===== config.mk =====
export PLATFORM = sky130hd
export DESIGN_NAME = block_crc_deframer_core
export DESIGN_NICKNAME = d
export VERILOG_FILES = /design/src/rtl/core/bcd_pkg.sv /design/src/rtl/core/block_crc_deframer_core.sv /design/src/rtl/core/bcd_in_reg.sv /design/src/rtl/core/bcd_core.sv /design/src/rtl/core/bcd_out_fifo.sv
export SDC_FILE = /design/constraint.sdc
export NUM_CORES = 1
export LEC_CHECK = 0
export BUFFER_PORTS_ARGS = -buffer_cell sky130_fd_sc_hd__buf_4
export CAP_MARGIN = 20
export CORE_UTILIZATION = 45
export DETAILED_ROUTE_END_ITERATION = 16
export SYNTH_ARGS = -nofsm -noshare
export SYNTH_HDL_FRONTEND = slang
export SYNTH_SLANG_ARGS = --single-unit

===== constraint.sdc =====
create_clock -name clk -period 5.2 [get_ports clk]
set_input_delay 1.04 -clock clk [delete_from_list [all_inputs] [get_ports clk]]
set_output_delay 1.04 -clock clk [all_outputs]
set_load 0.03 [all_outputs]

===== src/rtl/core/bcd_pkg.sv =====
// shared types, codes and crc function for the block crc deframer
package bcd_pkg;

  localparam logic [15:0] CRC_POLY = 16'h3D65;
  localparam int unsigned PL_W     = 9;

  typedef enum logic [1:0] {
    KIND_PAYLOAD  = 2'd0,
    KIND_OK       = 2'd1,
    KIND_MISMATCH = 2'd2,
    KIND_TRUNC    = 2'd3
  } kind_t;

  typedef enum logic [2:0] {
    PH_DATA   = 3'b001,
    PH_CRC_HI = 3'b010,
    PH_CRC_LO = 3'b100
  } phase_t;

  typedef struct packed {
    logic [7:0] data;
    logic       frm_start;
    logic       frm_end;
  } item_t;

  typedef struct packed {
    logic [7:0] data;
    kind_t      kind;
    logic       last;
  } res_t;

  // up to two results per item, r0 first
  typedef struct packed {
    logic [1:0] cnt;
    res_t       r1;
    res_t       r0;
  } push_t;

  // msb-first crc over one byte
  function automatic logic [15:0] crc_upd(input logic [15:0] crc, input logic [7:0] b);
    logic [15:0] c;
    c = crc ^ {b, 8'h00};
    for (int i = 0; i < 8; i++) begin
      if (c[15]) begin
        c = {c[14:0], 1'b0} ^ CRC_POLY;
      end else begin
        c = {c[14:0], 1'b0};
      end
    end
    return c;
  endfunction

endpackage


===== src/rtl/core/block_crc_deframer_core.sv =====
// top level of the block crc deframer
//
//  channel | direction | transfer content
//  in_     | input     | in_byte_in, in_frame_start, in_frame_end
//  out_    | output    | out_byte, out_kind, out_last
//
// one byte per cycle; the core writes up to two results per byte into the
// four-entry result queue and holds the input only while the queue holds
// more than two entries (two-result bytes close together, or out_ready low).
// a byte passes the input register, then the core into the result queue.
// synchronous active-low reset closes any frame and empties the queue.
// out_ready low fills the queue, then in_ready drops; nothing is lost.
module block_crc_deframer_core
  import bcd_pkg::*;
#(
  parameter int unsigned FIRST_BLOCK_BYTES = 10,
  parameter int unsigned NEXT_BLOCK_BYTES  = 16
) (
  input  logic       clk,
  input  logic       rst_n,
  input  logic       in_valid,
  output logic       in_ready,
  input  logic [7:0] in_byte_in,
  input  logic       in_frame_start,
  input  logic       in_frame_end,
  output logic       out_valid,
  input  logic       out_ready,
  output logic [7:0] out_byte,
  output logic [1:0] out_kind,
  output logic       out_last
);

  item_t in_item;
  item_t item;
  logic  item_valid;
  logic  item_take;
  logic  room;
  push_t push;
  res_t  out_res;

  assign in_item = '{data: in_byte_in, frm_start: in_frame_start, frm_end: in_frame_end};

  bcd_in_reg u_in_reg (
    .clk        (clk),
    .rst_n      (rst_n),
    .in_valid   (in_valid),
    .in_ready   (in_ready),
    .in_item    (in_item),
    .item_valid (item_valid),
    .item       (item),
    .item_take  (item_take)
  );

  bcd_core #(
    .FIRST_BLOCK_BYTES (FIRST_BLOCK_BYTES),
    .NEXT_BLOCK_BYTES  (NEXT_BLOCK_BYTES)
  ) u_core (
    .clk        (clk),
    .rst_n      (rst_n),
    .item_valid (item_valid),
    .item       (item),
    .room       (room),
    .item_take  (item_take),
    .push       (push)
  );

  bcd_out_fifo u_out_fifo (
    .clk       (clk),
    .rst_n     (rst_n),
    .push      (push),
    .room      (room),
    .out_valid (out_valid),
    .out_ready (out_ready),
    .out_res   (out_res)
  );

  assign out_byte = out_res.data;
  assign out_kind = out_res.kind;
  assign out_last = out_res.last;

endmodule


===== src/rtl/core/bcd_in_reg.sv =====
// input register stage holding one raw byte until the core takes it
module bcd_in_reg
  import bcd_pkg::*;
(
  input  logic  clk,
  input  logic  rst_n,
  input  logic  in_valid,
  output logic  in_ready,
  input  item_t in_item,
  output logic  item_valid,
  output item_t item,
  input  logic  item_take
);

  logic  valid_r;
  item_t item_r;

  assign in_ready   = !valid_r || item_take;
  assign item_valid = valid_r;
  assign item       = item_r;

  always_ff @(posedge clk) begin
    if (!rst_n) begin
      valid_r <= 1'b0;
    end else if (in_ready) begin
      valid_r <= in_valid;
    end
  end

  always_ff @(posedge clk) begin
    if (in_valid && in_ready) begin
      item_r <= in_item;
    end
  end

endmodule


===== src/rtl/core/bcd_core.sv =====
// frame state, crc check and result generation for one byte per cycle while the queue has room
module bcd_core
  import bcd_pkg::*;
#(
  parameter int unsigned FIRST_BLOCK_BYTES = 10,
  parameter int unsigned NEXT_BLOCK_BYTES  = 16
) (
  input  logic  clk,
  input  logic  rst_n,
  input  logic  item_valid,
  input  item_t item,
  input  logic  room,
  output logic  item_take,
  output push_t push
);

  localparam int unsigned BL_MAX =
    (FIRST_BLOCK_BYTES > NEXT_BLOCK_BYTES) ? FIRST_BLOCK_BYTES : NEXT_BLOCK_BYTES;
  localparam int unsigned BL_W = $clog2(BL_MAX + 1);

  logic            act_r, act_nxt;
  logic [PL_W-1:0] pl_r, pl_nxt;
  logic [BL_W-1:0] bl_r, bl_nxt;
  phase_t          ph_r, ph_nxt;
  logic [15:0]     acc_r, acc_nxt;
  logic [7:0]      hi_r, hi_nxt;

  res_t        res [2];
  logic [1:0]  n;
  logic        fin;
  res_t        trunc_res;

  assign item_take = item_valid && room;
  assign trunc_res = '{data: 8'h00, kind: KIND_TRUNC, last: 1'b1};

  always_comb begin
    act_nxt = act_r;
    pl_nxt  = pl_r;
    bl_nxt  = bl_r;
    ph_nxt  = ph_r;
    acc_nxt = acc_r;
    hi_nxt  = hi_r;
    res[0]  = '0;
    res[1]  = '0;
    n       = 2'd0;
    fin     = 1'b0;
    if (item_take) begin
      if (item.frm_start) begin
        // restart closes an open frame first
        if (act_nxt) begin
          res[n[0]] = trunc_res;
          n         = n + 2'd1;
        end
        act_nxt = 1'b0;
        pl_nxt  = '0;
        bl_nxt  = '0;
        ph_nxt  = PH_DATA;
        acc_nxt = '0;
        hi_nxt  = '0;
        if (item.frm_end) begin
          res[n[0]] = trunc_res;
          n         = n + 2'd1;
          fin       = 1'b1;
        end else begin
          act_nxt = 1'b1;
          pl_nxt  = {1'b0, item.data} + PL_W'(1);
          bl_nxt  = (pl_nxt < PL_W'(FIRST_BLOCK_BYTES)) ? BL_W'(pl_nxt)
                                                          : BL_W'(FIRST_BLOCK_BYTES);
        end
      end
      if (!fin && act_nxt) begin
        case (ph_nxt)
          PH_DATA: begin
            acc_nxt   = crc_upd(acc_nxt, item.data);
            res[n[0]] = '{data: item.data, kind: KIND_PAYLOAD, last: 1'b0};
            n         = n + 2'd1;
            if (pl_nxt != '0) begin
              pl_nxt = pl_nxt - PL_W'(1);
            end
            if (bl_nxt != '0) begin
              bl_nxt = bl_nxt - BL_W'(1);
            end
            if (bl_nxt == '0) begin
              ph_nxt = PH_CRC_HI;
            end
          end
          PH_CRC_HI: begin
            hi_nxt = item.data;
            ph_nxt = PH_CRC_LO;
          end
          PH_CRC_LO: begin
            if ({hi_nxt, item.data} != ~acc_nxt) begin
              res[n[0]] = '{data: 8'h00, kind: KIND_MISMATCH, last: 1'b1};
              n         = n + 2'd1;
              fin       = 1'b1;
            end else if (pl_nxt == '0) begin
              res[n[0]] = '{data: 8'h00, kind: KIND_OK, last: 1'b1};
              n         = n + 2'd1;
              fin       = 1'b1;
            end else begin
              bl_nxt  = (pl_nxt < PL_W'(NEXT_BLOCK_BYTES)) ? BL_W'(pl_nxt)
                                                             : BL_W'(NEXT_BLOCK_BYTES);
              acc_nxt = '0;
              hi_nxt  = '0;
              ph_nxt  = PH_DATA;
            end
          end
          default: begin
            ph_nxt = PH_DATA;
          end
        endcase
        if (!fin && item.frm_end) begin
          res[n[0]] = trunc_res;
          n         = n + 2'd1;
          fin       = 1'b1;
        end
        if (fin) begin
          act_nxt = 1'b0;
          pl_nxt  = '0;
          bl_nxt  = '0;
          ph_nxt  = PH_DATA;
          acc_nxt = '0;
          hi_nxt  = '0;
        end
      end
    end
  end

  assign push.cnt = n;
  assign push.r0  = res[0];
  assign push.r1  = res[1];

  always_ff @(posedge clk) begin
    if (!rst_n) begin
      act_r <= 1'b0;
      pl_r  <= '0;
      bl_r  <= '0;
      ph_r  <= PH_DATA;
      acc_r <= '0;
      hi_r  <= '0;
    end else begin
      act_r <= act_nxt;
      pl_r  <= pl_nxt;
      bl_r  <= bl_nxt;
      ph_r  <= ph_nxt;
      acc_r <= acc_nxt;
      hi_r  <= hi_nxt;
    end
  end

  a_start_opens: assert property (@(posedge clk) disable iff (!rst_n)
    item_take && item.frm_start && !item.frm_end |=> act_r)
    else $error("frame start without end did not open a frame");

  a_end_closes: assert property (@(posedge clk) disable iff (!rst_n)
    item_take && item.frm_end |=> !act_r)
    else $error("frame still open after end flag");

  a_crc_phase_open: assert property (@(posedge clk) disable iff (!rst_n)
    ph_r != PH_DATA |-> act_r)
    else $error("crc phase advanced with no frame open");

  a_idle_clean: assert property (@(posedge clk) disable iff (!rst_n)
    !act_r |-> (pl_r == '0) && (bl_r == '0) && (acc_r == '0))
    else $error("closed frame left counters or crc behind");

endmodule


===== src/rtl/core/bcd_out_fifo.sv =====
// four-entry result queue taking up to two results per cycle
module bcd_out_fifo
  import bcd_pkg::*;
(
  input  logic  clk,
  input  logic  rst_n,
  input  push_t push,
  output logic  room,
  output logic  out_valid,
  input  logic  out_ready,
  output res_t  out_res
);

  localparam int unsigned DEPTH = 4;
  localparam int unsigned PTR_W = $clog2(DEPTH);

  res_t             mem [DEPTH];
  logic [PTR_W-1:0] wr_r, rd_r;
  logic [PTR_W:0]   cnt_r;
  logic             pop;

  // room for two more is judged on the registered count only
  assign room      = cnt_r <= (PTR_W + 1)'(DEPTH - 2);
  assign out_valid = cnt_r != '0;
  assign out_res   = mem[rd_r];
  assign pop       = out_valid && out_ready;

  always_ff @(posedge clk) begin
    if (push.cnt != 2'd0) begin
      mem[wr_r] <= push.r0;
    end
    if (push.cnt == 2'd2) begin
      mem[wr_r + PTR_W'(1)] <= push.r1;
    end
  end

  always_ff @(posedge clk) begin
    if (!rst_n) begin
      wr_r  <= '0;
      rd_r  <= '0;
      cnt_r <= '0;
    end else begin
      wr_r  <= wr_r + PTR_W'(push.cnt);
      rd_r  <= rd_r + PTR_W'(pop);
      cnt_r <= cnt_r + (PTR_W + 1)'(push.cnt) - (PTR_W + 1)'(pop);
    end
  end

  a_no_overflow: assert property (@(posedge clk) disable iff (!rst_n)
    cnt_r <= (PTR_W + 1)'(DEPTH))
    else $error("result queue overflow");

  a_push_has_room: assert property (@(posedge clk) disable iff (!rst_n)
    push.cnt != 2'd0 |-> room)
    else $error("results pushed without room");

  a_status_last: assert property (@(posedge clk) disable iff (!rst_n)
    out_valid |-> (out_res.last == (out_res.kind != KIND_PAYLOAD)))
    else $error("last flag disagrees with result kind");

endmodule


After elaboration in Yosys (flattened, before gate mapping):

Memories as Yosys holds them, arrays and structs flattened. A register that Yosys moved wholly into a read port is not among the register bits.
Index checks and enable logic that the tools add are counted.

* add/sub/neg operators: 11
* multipliers: 0
* div/mod/pow operators: 0
* $lt $le $gt $ge: 9
* equal/unequal tests: 5
* shifts and indexed selects: 0
* muxes and demuxes: 128
* bitwise operators: 25
* reductions and logical operators: 18

Operators by type and width (number)
* 2-to-1 mux 16 bit: 27
* 2-to-1 mux 22 bit: 10
* 2-to-1 mux 14 bit: 8
* NOT 9 bit: 8
* 2-to-1 mux 5 bit: 13
* 2-to-1 mux 9 bit: 7
* 2-to-1 mux 11 bit: 5
* 2-to-1 mux 8 bit: 6
* NOT 16 bit: 3
* case mux 22 bit (2 select lines): 1
* AND 18 bit: 2
* NOT 18 bit: 2
* demux 11 bit (select 1 bit): 3
* AND 16 bit: 2
* case mux 16 bit (2 select lines): 1
* 2-to-1 mux 2 bit: 13
* 2-to-1 mux 3 bit: 8
* bitwise mux 22 bit: 1
* 2-to-1 mux 1 bit: 21
* inequality test 16 bit: 1
* case mux 8 bit (2 select lines): 1
* bitwise XOR 16 bit: 1
* OR 6 bit: 2
* case mux 5 bit (2 select lines): 1
* 30 further kinds: 49

* register bits after elaboration: 60
* latch bits: 0
* bits in writable memories: 44
* bits in read-only memories: 0
* bits of input ports: 14
* output and inout bits: 13
* logic and storage cells: 210
* memories kept: 1

Memory list
* u_out_fifo.mem: words 4, bits a word 11, read ports 1, clocked after memory_dff 1, write ports 2, line bcd_out_fifo.sv:17 `res_t mem [DEPTH];`

Depth between registers and ports, before layout:

Gate-level depths: netlist (run 1).

* depth after elaboration: 44
* mapped depth: 17
* gate-level depth less buffers: 14

Hierarchy:

A second synthesis (run 1) with hierarchy kept.

* cell total of the unflattened synthesis: 723
* area, all modules: 7333.3 µm²

By module, submodules not included
* bcd_core: instances 1, cells each 556, area an instance 4297.9 µm²
* bcd_out_fifo: instances 1, cells each 152, area an instance 2677.6 µm²
* bcd_in_reg: instances 1, cells each 15, area an instance 357.8 µm²

Worst setup path after synthesis (run 1):

OpenSTA, ideal clock, no wires.

* kind: flip-flop to flip-flop
* start: reg u_in_reg.item_r, in the netlist u_in_reg.item[1]
* end: mem u_out_fifo.mem[3][0] in the netlist's numbering, enable pin
* library setup time: 0.396 ns
* data arrival time: 3.538 ns
* setup slack: 1.266 ns
* stages on the path, launching flop included: 15
* buffers on the path: 3
* clock period less this slack: 3.934 ns
* cell sequence: edfxtp_1 buf_4 buf_6 nand2b_1 a2bb2oi_1 ha_1 inv_1 a2111o_1 nor3_2 and4_1 buf_4 o211ai_1 a21oi_1 nand2_1 a21boi_0

RTL lines
* start: declaration: line bcd_in_reg.sv:16 `item_t item_r;`
* start signal: assignment: line bcd_in_reg.sv:32 `item_r <= in_item;`
* end: declaration: line bcd_out_fifo.sv:17

Worst setup path after layout (run 1):

* start: reg u_in_reg.item_r, in the netlist u_in_reg.item[0]
* end: reg u_out_fifo.cnt_r[1]

* word-level cells in the longest chain between the ends: 16
* elaborated cells on any way between the ends: 34

RTL lines
* parallel branches: the longest is 12 deep, another holds adder 2 x 1 -> 2 bit
* 2-to-1 mux 2 bit *: line bcd_core.sv:71 `if (!fin && act_nxt) begin`
* 2-to-1 mux 2 bit *: line bcd_core.sv:47 `if (item_take) begin`
* adder 3 x 2 -> 3 bit *: line bcd_out_fifo.sv:45 `cnt_r <= cnt_r + (PTR_W + 1)'(push.cnt) - (PTR_W + 1)'(pop);`
* subtractor 3 x 1 -> 3 bit *: line bcd_out_fifo.sv:45
* end signal: assignment: line bcd_out_fifo.sv:45
* end: declaration: line bcd_out_fifo.sv:19 `logic [PTR_W:0] cnt_r;`

Every way passes the cells marked *. The select of a mux whose other input is x is not followed.
A chain may end at the register's enable or synchronous reset.

==> results of run 1 <==
## how the worst min path moves through the flow
stage                                            start                           end  slack (ps)  cells past startpoint
final                      u_core.pl_r[8]$_SDFFE_PN0P_   u_core.pl_r[8]$_SDFFE_PN0P_         520                      2
after global routing       u_core.pl_r[8]$_SDFFE_PN0P_   u_core.pl_r[8]$_SDFFE_PN0P_         560                      2
after detailed placement   u_core.pl_r[8]$_SDFFE_PN0P_   u_core.pl_r[8]$_SDFFE_PN0P_         510                      2
after global placement    u_core.acc_r[4]$_SDFFE_PN0P_  u_core.acc_r[4]$_SDFFE_PN0P_         490                      2
after CTS                  u_core.pl_r[8]$_SDFFE_PN0P_   u_core.pl_r[8]$_SDFFE_PN0P_         510                      2
after floorplan            u_core.pl_r[8]$_SDFFE_PN0P_   u_core.pl_r[8]$_SDFFE_PN0P_         440                      2
## Yosys cell counts (15+ instances only)
cell	count
edfxtp_1	54
inv_1	18
nor2b_1	64
clkbuf_1	22
xnor2_1	74
nand2_1	29
and2_1	15
dfxtp_1	50
buf_2	17
a22oi_1	25
a21oi_1	32
o21ai_0	48
nor2_1	55
## layout make-up
class | count | share of cell area [%]
clock inverter | 7 | 0.958
clock buffer | 9 | 2.97
tap | 188 | 3.11
timing repair buffer | 41 | 4.06
inverter | 20 | 0.991
sequential | 104 | 34.6
multi-input combinational | 556 | 53.3
## kinds of logic (layout without fill, tap and decap cells)
family / after synthesis / after routing / share of synthesized area [%]
AND/OR/NAND/NOR: 253 / 253 / 20.2
AO/OA/AOI/OAI: 181 / 181 / 18.4
flip-flops: 104 / 104 / 37.7
XOR/XNOR: 89 / 89 / 11.8
buffers and inverters: 68 / 77 / 4.35
multiplexers: 19 / 19 / 4.94
adder cells (fa/ha/maj): 14 / 14 / 2.62
## state kept, by name, indices dropped and copies added, names as in the netlist
signal / count
u_out_fifo.mem: 44
u_core.acc_r: 16
u_in_reg.item: 10
u_core.pl_r: 9
u_core.hi_r: 8
u_core.bl_r: 5
u_core.ph_r: 3
u_out_fifo.cnt_r: 3
u_out_fifo.rd_r: 2
u_out_fifo.wr_r: 2
u_core.act_r: 1
u_in_reg.item_valid: 1
## metal layers
| metal | vias up | global-route usage, % | wire, um |
|---|---|---|---|
| li1 | 2652 | - | - |
| met1 | 2738 | 31.0 | 8100 |
| met2 | 212 | 39.3 | 8600 |
| met3 | 38 | 3.12 | 994 |
| met4 | 0 | 10.6 | 493 |
| met5 | - | 0 | 0 |
## power breakdown
group	internal, mW	switching [mW]	leakage (nW)	total (mW)
clock	0.340	0.347	0.143	0.688
sequential	0.933	0.0887	0.920	1.02
combinational	0.479	0.597	1.44	1.08
## worst max-delay path: cells and delay by family (launching register included)
kind            cells  cell delay [ps]
flops               1              760
simple gates        4             1030
compound gates      4             1330
buf+inv             1               40
fa+ha+maj           3              890
==> results by group, run 1 <==
Run status
  – Status: finished clean

Yosys
  – Most used DFF post-synth: edfxtp_1
  – Async set-or-reset flop fraction in the synthesized netlist: 0%
  – Number of synthesized register bits: 104
  – Cell Area, Synth: 6960 um^2
  – Area contributors post-synth: edfxtp_1 (23%), dfxtp_1 (14%), xnor2_1 (9.3%)
  – Ys Warns: 0
  – Leading area contributor after synthesis: edfxtp_1
  – Syn Nets: 756
  – Cell variety after synth: 88
  – Syn avg cell area: 9.56 um^2
  – Synth top area share: 23.3%
  – Cells after Synth: 728
  – Number of flops mapped to enable cells by yosys: 54
  – Register area share after synthesis: 37.7%

Setup path
  – Worst path slowest cell: edfxtp_1
  – CP Class: reg -> reg
  – Reg2reg end: u_out_fifo.cnt_r[1]$_SDFF_PN0_
  – Sequence of cells on the critical path: nand2b_1 -> a2bb2oi_1 -> ha_1 -> inv_1 -> a2111o_1 -> nor3_2 -> and4_1 -> o211ai_1 -> a21oi_1 -> ha_1 -> fa_1 -> and2_1
  – R2R Path Start: u_in_reg.item[0]$_DFFE_PP_
  – CP endpoint: u_out_fifo.cnt_r[1]$_SDFF_PN0_
  – Worst path max stage delay: 760 ps
  – Critical Path AT: 4420 ps
  – Startpoint types: flop
  – CP max FO: 17
  – Worst Setup SP: u_in_reg.item[0]$_DFFE_PP_
  – Crit path required time: 5450 ps
  – Register-to-register setup slack: 1030 ps
  – FF-to-FF path depth: 12
  – CP Capture Type: flop
  – CP most frequent cell: ha_1

Clock tree
  – Clock tree buffer depth: 2
  – Post-CTS Resized: 0
  – Setup Fix Bufs, Post-CTS: 0
  – Reg clk slew, reported paths: 80 ps
  – Root buffer cell: clkbuf_16
  – CTS sink count: 104
  – Number of buffers inserted by hold repair at cts: 0
  – H-tree lvl count: 3
  – Cts bufs inserted: 9
  – CTS tree: done
  – Clk_lat worst skew: 360 ps

Drt
  – DR pass1 iterations: 5
  – Initial DRC Count: 519
  – Drt drc: 0
  – Vias per cell: 6.10
  – ANT nets after route: 0
  – Total Wirelength: 18.2 mm
  – DR vias: 5,640
  – DR WL/cell: 19.7 um

Floorplanning
  – Ports: 27
  – DIE WIDTH: 126 um
  – Row cnt: 45
  – Core area: 15,100 um^2
  – Full die area: 16,000 um^2
  – Die height: 126 um
  – Initial core utilization: 46.0%

Layout
  – Nets: 760
  – Filler cell count: 1,372
  – Cell area after layout: 7570 um^2
  – Most common cell after layout, fill and taps aside: xnor2_1
  – Area delta synth->final: 8.81%
  – Final std cells w/o fill: 925
  – Reg area: 2620 um^2
  – Commonest cells after routing, fill and taps aside: xnor2_1 (74), nor2b_1 (64), nor2_1 (55), edfxtp_1 (54), dfxtp_1 (50)
  – Share of cells above drive strength 1: 13.7%
  – # diodes: 0
  – Multi-input gate area: 4040 um^2
  – Finished Core Util: 50.0%

Hold path
  – Hold Crit Class: reg -> reg

STA
  – Min Tclk post-route: 4170 ps
  – Max-slew headroom: 24.8%
  – Endpoints failing setup: 0
  – Hold Vio Cnt, Final: 0
  – RSZ-0062 raised after global routing: no
  – Fmax: 240 MHz
  – Slew @ Worst Pin: 1120 ps
  – Setup TNS Final: 0 ps
  – Final setup margin: 1030 ps
  – Slew Viols, Final: 0
  – Period utilization: 80.2%
  – Hold WS: 521 ps
  – Clk_skew: 12.6 ps

Place
  – DP Worst Slack: 1090 ps
  – IO Port Bufs: 26
  – Placed instance count: 909
  – HPWL after DPL: 12.8 mm
  – Placed instance area: 7280 um^2
  – GPL Wtd Cong: 0.909

Global routing
  – Vias in the first global route: 5,448
  – Remaining Overflow, GRT: 0
  – Largest net degree at the start of global routing: 54
  – Total track usage: 23.7%
  – Initial antenna violation count: 0
  – First-pass GRT wire length: 29.3 mm

Power and ir drop
  – PD cells: 368 nW/um^2
  – Pleak: 2.50 nW
  – Pwr Total: 2.78 mW
  – Peak supply drop: 160 uV

Job
  – Max-cap viol count: 0
(Power assumes the default switching activity.)
==> run 2: changes to the inputs <==
==> constraint.sdc (replaced) <==
create_clock -name clk -period 4.2 [get_ports clk]
set_input_delay 0.84 -clock clk [delete_from_list [all_inputs] [get_ports clk]]
set_output_delay 0.84 -clock clk [all_outputs]
set_load 0.03 [all_outputs]
==> run 2 against run 1 <==
  * Power increased by 26%
  * Clock power increased by 31%
  * Final area increased by 1.5%
  * Clock skew decreased by 3.1 ps
  * Setup slack got worse by 610 ps
  * Critical path type unchanged
  * Critical endpoint is now u_core.ph_r[1]$_SDFFE_PN0P_
==> results by group, run 2 (synthesis gave the netlist of run 1 again) <==
Drt
  – Initial DRC Count: 480
  – DR vias: 5,558
  – Vias per cell: 5.93
  – Total Wirelength: 18.0 mm
  – DR WL/cell: 19.2 um
  – DR pass1 iterations: 6
  – Drt drc: 0
  – ANT nets after route: 0

Power and ir drop
  – Pleak: 2.57 nW
  – Pwr Total: 3.51 mW
  – PD cells: 456 nW/um^2
  – Peak supply drop: 218 uV

Layout
  – Share of cells above drive strength 1: 15.1%
  – Nets: 772
  – Area delta synth->final: 10.4%
  – Most common cell after layout, fill and taps aside: xnor2_1
  – Commonest cells after routing, fill and taps aside: xnor2_1 (74), nor2b_1 (64), nor2_1 (55), edfxtp_1 (54), buf_4 (53)
  – # diodes: 0
  – Max reg flops: 44
  – Reg with most FFs: u_out_fifo.mem

STA
  – Slew @ Worst Pin: 1020 ps
  – Setup TNS Final: 0 ps
  – Hold Vio Cnt, Final: 0
  – Max-slew headroom: 31.1%
  – Endpoints failing setup: 0
  – Min Tclk post-route: 3780 ps
  – Clk_skew: 9.54 ps
  – Period utilization: 90.0%
  – RSZ-0062 raised after global routing: no
  – Fmax: 265 MHz
  – Slew Viols, Final: 0

Hold path
  – Hold EP: u_core.pl_r[8]$_SDFFE_PN0P_
  – Hold_sp: u_core.pl_r[8]$_SDFFE_PN0P_
  – Hold depth: 2
  – Hold Crit Class: reg -> reg

Job
  – Max-cap viol count: 0

Floorplanning
  – DIE WIDTH: 126 um
  – Core area: 15,100 um^2
  – Full die area: 16,000 um^2
  – Row cnt: 45
  – Die height: 126 um
  – Initial core utilization: 46.0%
  – Ports: 27

Clock tree
  – Post-CTS Resized: 0
  – Root buffer cell: clkbuf_16
  – H-tree lvl count: 3
  – CTS tree: done
  – Setup Fix Bufs, Post-CTS: 0
  – Reg clk slew, reported paths: 80 ps
  – CTS sink count: 104
  – Clk_lat worst skew: 360 ps
  – Clock tree buffer depth: 2
  – Number of buffers inserted by hold repair at cts: 0
  – Cts bufs inserted: 9

Setup path
  – Worst path slowest cell: or3b_2
  – Crit path required time: 4460 ps
  – CP max FO: 8
  – CP Class: reg -> reg
  – Worst path max stage delay: 490 ps
  – Register-to-register setup slack: 420 ps
  – Critical Path AT: 4040 ps
  – Reg2reg end: u_core.ph_r[1]$_SDFFE_PN0P_
  – Top delay family on crit path: compound AO/OA/AOI/OAI gates
  – R2R Path Start: u_in_reg.item[3]$_DFFE_PP_
  – Buf+Inv Stages, Crit Path: 0
  – Startpoint types: flop
  – CP Capture Type: flop
  – Sequence of cells on the critical path: ha_1 -> and4_1 -> a21boi_0 -> o21ai_0 -> a22oi_1 -> ha_1 -> or3b_2 -> nor2_1 -> nor3_1 -> o21ai_0 -> o2111ai_1 -> o41ai_2
  – FF-to-FF path depth: 12
  – Worst Setup SP: u_in_reg.item[3]$_DFFE_PP_

Global routing
  – Initial antenna violation count: 0
  – Total track usage: 23.3%
  – First-pass GRT wire length: 29.0 mm
  – Remaining Overflow, GRT: 0
  – Largest net degree at the start of global routing: 54
  – Vias in the first global route: 5,517

Place
  – HPWL after DPL: 12.9 mm
  – IO Port Bufs: 26
  – GPL Wtd Cong: 0.944

Run status
  – Status: finished clean
## run 2: cell types whose count changed in the layout (fill, tap and decap cells not counted), sizes merged
cell / delta
buf: +12
inv: -1
bufinv: +1
## run 2: metal layers
layer / GRT usage, % / routed length [um] / vias to the layer above
met5: 0 / 0 / -
met4: 10.6 / 498 / 0
met3: 3.29 / 867 / 42
met2: 38.9 / 8570 / 181
met1: 30.0 / 8050 / 2668
li1: - / - / 2667
## run 2: through the flow
step	hold slack [ps]	cell area [um^2]	worst slack, ps	instances	utilization [%]
final	489	7690	421	937	50.8
after global routing	530	7690	224	937	50.8
after CTS	492	7690	418	937	50.8
after detailed placement	474	7370	446	921	48.6
after global placement	454	7370	602	921	48.6
after floorplan	436	6960	266	728	-
## run 2: how the worst max path moves through the flow
stage                                endpoint  slack, ps  cells after the start
5_1_grt           u_core.ph_r[1]$_SDFFE_PN0P_        220                     13
3_3_place_gp      u_core.ph_r[0]$_SDFFE_PN1P_        600                     13
6_report          u_core.ph_r[1]$_SDFFE_PN0P_        420                     12
3_5_place_dp      u_core.ph_r[1]$_SDFFE_PN0P_        450                     13
2_1_floorplan  u_out_fifo.mem[3][0]$_DFFE_PP_        270                     14
4_1_cts           u_core.ph_r[1]$_SDFFE_PN0P_        420                     13
## run 2: final cells by class
cell class / count / area, um^2
Clock buffer: 9 / 225
Clock inverter: 7 / 96.3
Fill cell: 1408 / 7460
Inverter: 20 / 75.1
Sequential cell: 104 / 2620
Timing Repair Buffer: 53 / 398
Tap cell: 188 / 235
Multi-Input combinational cell: 556 / 4040
## run 2: power breakdown
group / internal, mW / leakage, nW / switching, mW / total, mW
logic: 0.605 / 1.50 / 0.749 / 1.35
clock network: 0.481 / 0.154 / 0.419 / 0.901
registers: 1.15 / 0.920 / 0.0975 / 1.25
total: 2.24 / 2.57 / 1.27 / 3.51
## run 2: tightest hold or removal path: cells and delay by family (launching register included)
family	cells	cell delay (ps)
flops	1	320
compound gates	1	70
simple gates	1	60
==> run 3: changes to the inputs <==
--- a/config.mk
+++ b/config.mk
@@ -9,6 +9,7 @@
 export CAP_MARGIN = 20
 export CORE_UTILIZATION = 45
 export DETAILED_ROUTE_END_ITERATION = 16
+export PLACE_DENSITY_LB_ADDON = 0.1
 export SYNTH_ARGS = -nofsm -noshare
 export SYNTH_HDL_FRONTEND = slang
 export SYNTH_SLANG_ARGS = --single-unit
==> run 3 against run 2 <==
  * Critical path depth up 2
  * Maximum frequency up 0.60%
  * Critical endpoint is now u_out_fifo.cnt_r[2]$_SDFF_PN0_
  * Highest routed layer unchanged
  * Final cell count unchanged
  * Critical path type unchanged
  * Routed wire length up 1.9%
==> results by group, run 3 (synthesis gave the netlist of run 1 again) <==
Power and ir drop
  – Pleak: 2.57 nW
  – PD cells: 451 nW/um^2
  – Sw power: 1.28 mW
  – Power Internal: 2.18 mW
  – Sw Share: 37.0%
  – Power share of the clock group: 24.4%
  – Peak supply drop: 203 uV
  – Combinational power share: 39.3%
  – Seq pwr share: 36.3%

Layout
  – Share of cells above drive strength 1: 15.1%
  – Filler cell count: 1,412
  – Most common cell after layout, fill and taps aside: xnor2_1
  – Area delta synth->final: 10.1%
  – Cell area after layout: 7660 um^2
  – Max reg flops: 44
  – # diodes: 0
  – Nets: 772
  – Finished Core Util: 50.6%
  – Reg with most FFs: u_out_fifo.mem
  – Commonest cells after routing, fill and taps aside: xnor2_1 (74), nor2b_1 (64), nor2_1 (55), edfxtp_1 (54), buf_4 (53)

Global routing
  – First-pass GRT wire length: 29.7 mm
  – Largest net degree at the start of global routing: 54
  – GR Util met3: 3.04%
  – Most Used Layer, Global Route: met2
  – Initial antenna violation count: 0
  – Remaining Overflow, GRT: 0
  – Met1 Use GR: 31.8%
  – Vias in the first global route: 5,502
  – GR Util met2: 39.8%
  – Total track usage: 24.0%

Setup path
  – Worst path slowest cell: edfxtp_1
  – Startpoint types: flop
  – Crit path required time: 4460 ps
  – CP Capture Type: flop
  – Critical Path AT: 4010 ps
  – CP max FO: 12
  – Sequence of cells on the critical path: nand2b_1 -> a2bb2oi_1 -> ha_1 -> inv_1 -> a2111o_1 -> nor3_2 -> and4_1 -> o31a_2 -> inv_2 -> ha_1 -> inv_1 -> fa_1 -> xnor2_1 -> and2_1
  – CP Class: reg -> reg
  – Worst path max stage delay: 640 ps

Hold path
  – Hold Crit Class: reg -> reg

Clock tree
  – H-tree lvl count: 3
  – Post-CTS Resized: 0
  – Clock tree buffer depth: 2
  – Clk_lat worst skew: 360 ps
  – CTS sink count: 104
  – Number of buffers inserted by hold repair at cts: 0
  – Reg clk slew, reported paths: 80 ps
  – Setup Fix Bufs, Post-CTS: 0
  – Root buffer cell: clkbuf_16
  – Cts bufs inserted: 9
  – CTS tree: done

Place
  – GPL Wtd Cong: 0.930
  – Placed instance area: 7370 um^2
  – IO Port Bufs: 26
  – HPWL after DPL: 13.0 mm

STA
  – Hold Vio Cnt, Final: 0
  – Slew Viols, Final: 0
  – Period utilization: 89.4%
  – Clk_skew: 9.22 ps
  – Setup TNS Final: 0 ps
  – Fmax: 266 MHz
  – RSZ-0062 raised after global routing: no
  – Endpoints failing setup: 0
  – Max-slew headroom: 25.6%
  – Min Tclk post-route: 3760 ps
  – Slew @ Worst Pin: 1110 ps

Floorplanning
  – Initial core utilization: 46.0%
  – Die height: 126 um
  – Full die area: 16,000 um^2
  – Ports: 27
  – Row cnt: 45
  – DIE WIDTH: 126 um
  – Core area: 15,100 um^2

Drt
  – DR vias: 5,550
  – DR WL/cell: 19.6 um
  – Drt drc: 0
  – Total Wirelength: 18.3 mm
  – DR pass1 iterations: 5
  – Initial DRC Count: 515
  – ANT nets after route: 0
  – Vias per cell: 5.92

Run status
  – Status: finished clean

Job
  – Max-cap viol count: 0
## run 3: cell types whose count changed in the layout (fill, tap and decap cells not counted)
cell,change
inv_8,-2
inv_6,+3
bufinv_16,-1
clkinvlp_4,-1
clkinv_4,+1
## run 3: stage by stage
stage | hold slack, ps | power, mW | instances | worst slack [ps]
3_3_place_gp | 466 | 2.63 | 921 | 583
3_5_place_dp | 474 | 2.63 | 921 | 496
5_1_grt | 510 | 3.66 | 937 | 176
2_1_floorplan | 436 | 2.30 | 728 | 266
6_report | 484 | 3.46 | 937 | 443
4_1_cts | 486 | 3.48 | 937 | 466
## run 3: metal layers
layer	part of all wire [%]	vias to the layer above
met5	0	-
met4	2.3	0
met3	4.4	30
met2	47	168
met1	46	2683
li1	-	2669
## run 3: cell type report
cell class | count | area [um^2] | share of cell area [%]
multi-input combinational | 556 | 4040 | 52.7
sequential | 104 | 2620 | 34.2
clock inverter | 7 | 71.3 | 0.931
inverter | 20 | 75.1 | 0.980
timing repair buffer | 53 | 398 | 5.19
tap | 188 | 235 | 3.07
clock buffer | 9 | 225 | 2.94
## run 3: path summary, 6_finish.rpt
| kind | start | to | slack (ps) | depth (start not counted) |
|---|---|---|---|---|
| min reg2reg | u_core.pl_r[8]$_SDFFE_PN0P_ | u_core.pl_r[8]$_SDFFE_PN0P_ | 480 | 2 |
| min | u_core.pl_r[8]$_SDFFE_PN0P_ | u_core.pl_r[8]$_SDFFE_PN0P_ | 480 | 2 |
| max reg2reg | u_in_reg.item[0]$_DFFE_PP_ | u_out_fifo.cnt_r[2]$_SDFF_PN0_ | 440 | 14 |
| max | u_in_reg.item[0]$_DFFE_PP_ | u_out_fifo.cnt_r[2]$_SDFF_PN0_ | 440 | 14 |
## run 3: power groups by stage
stage	registers (mW)	clock network (mW)	logic (mW)
2_1_floorplan	1.21	0	1.09
3_3_place_gp	1.28	0	1.35
3_5_place_dp	1.28	0	1.35
4_1_cts	1.26	0.861	1.36
5_1_grt	1.27	0.902	1.49
6_report	1.26	0.843	1.36
## run 3: critical path: cells and delay by family, from the launching register on
family                   cells  cell delay (ps)
adder cells (fa/ha/maj)      3              900
flip-flops                   1              640
XOR/XNOR                     1              130
AO/OA/AOI/OAI                3              840
AND/OR/NAND/NOR              4              970
buffers and inverters        3              160
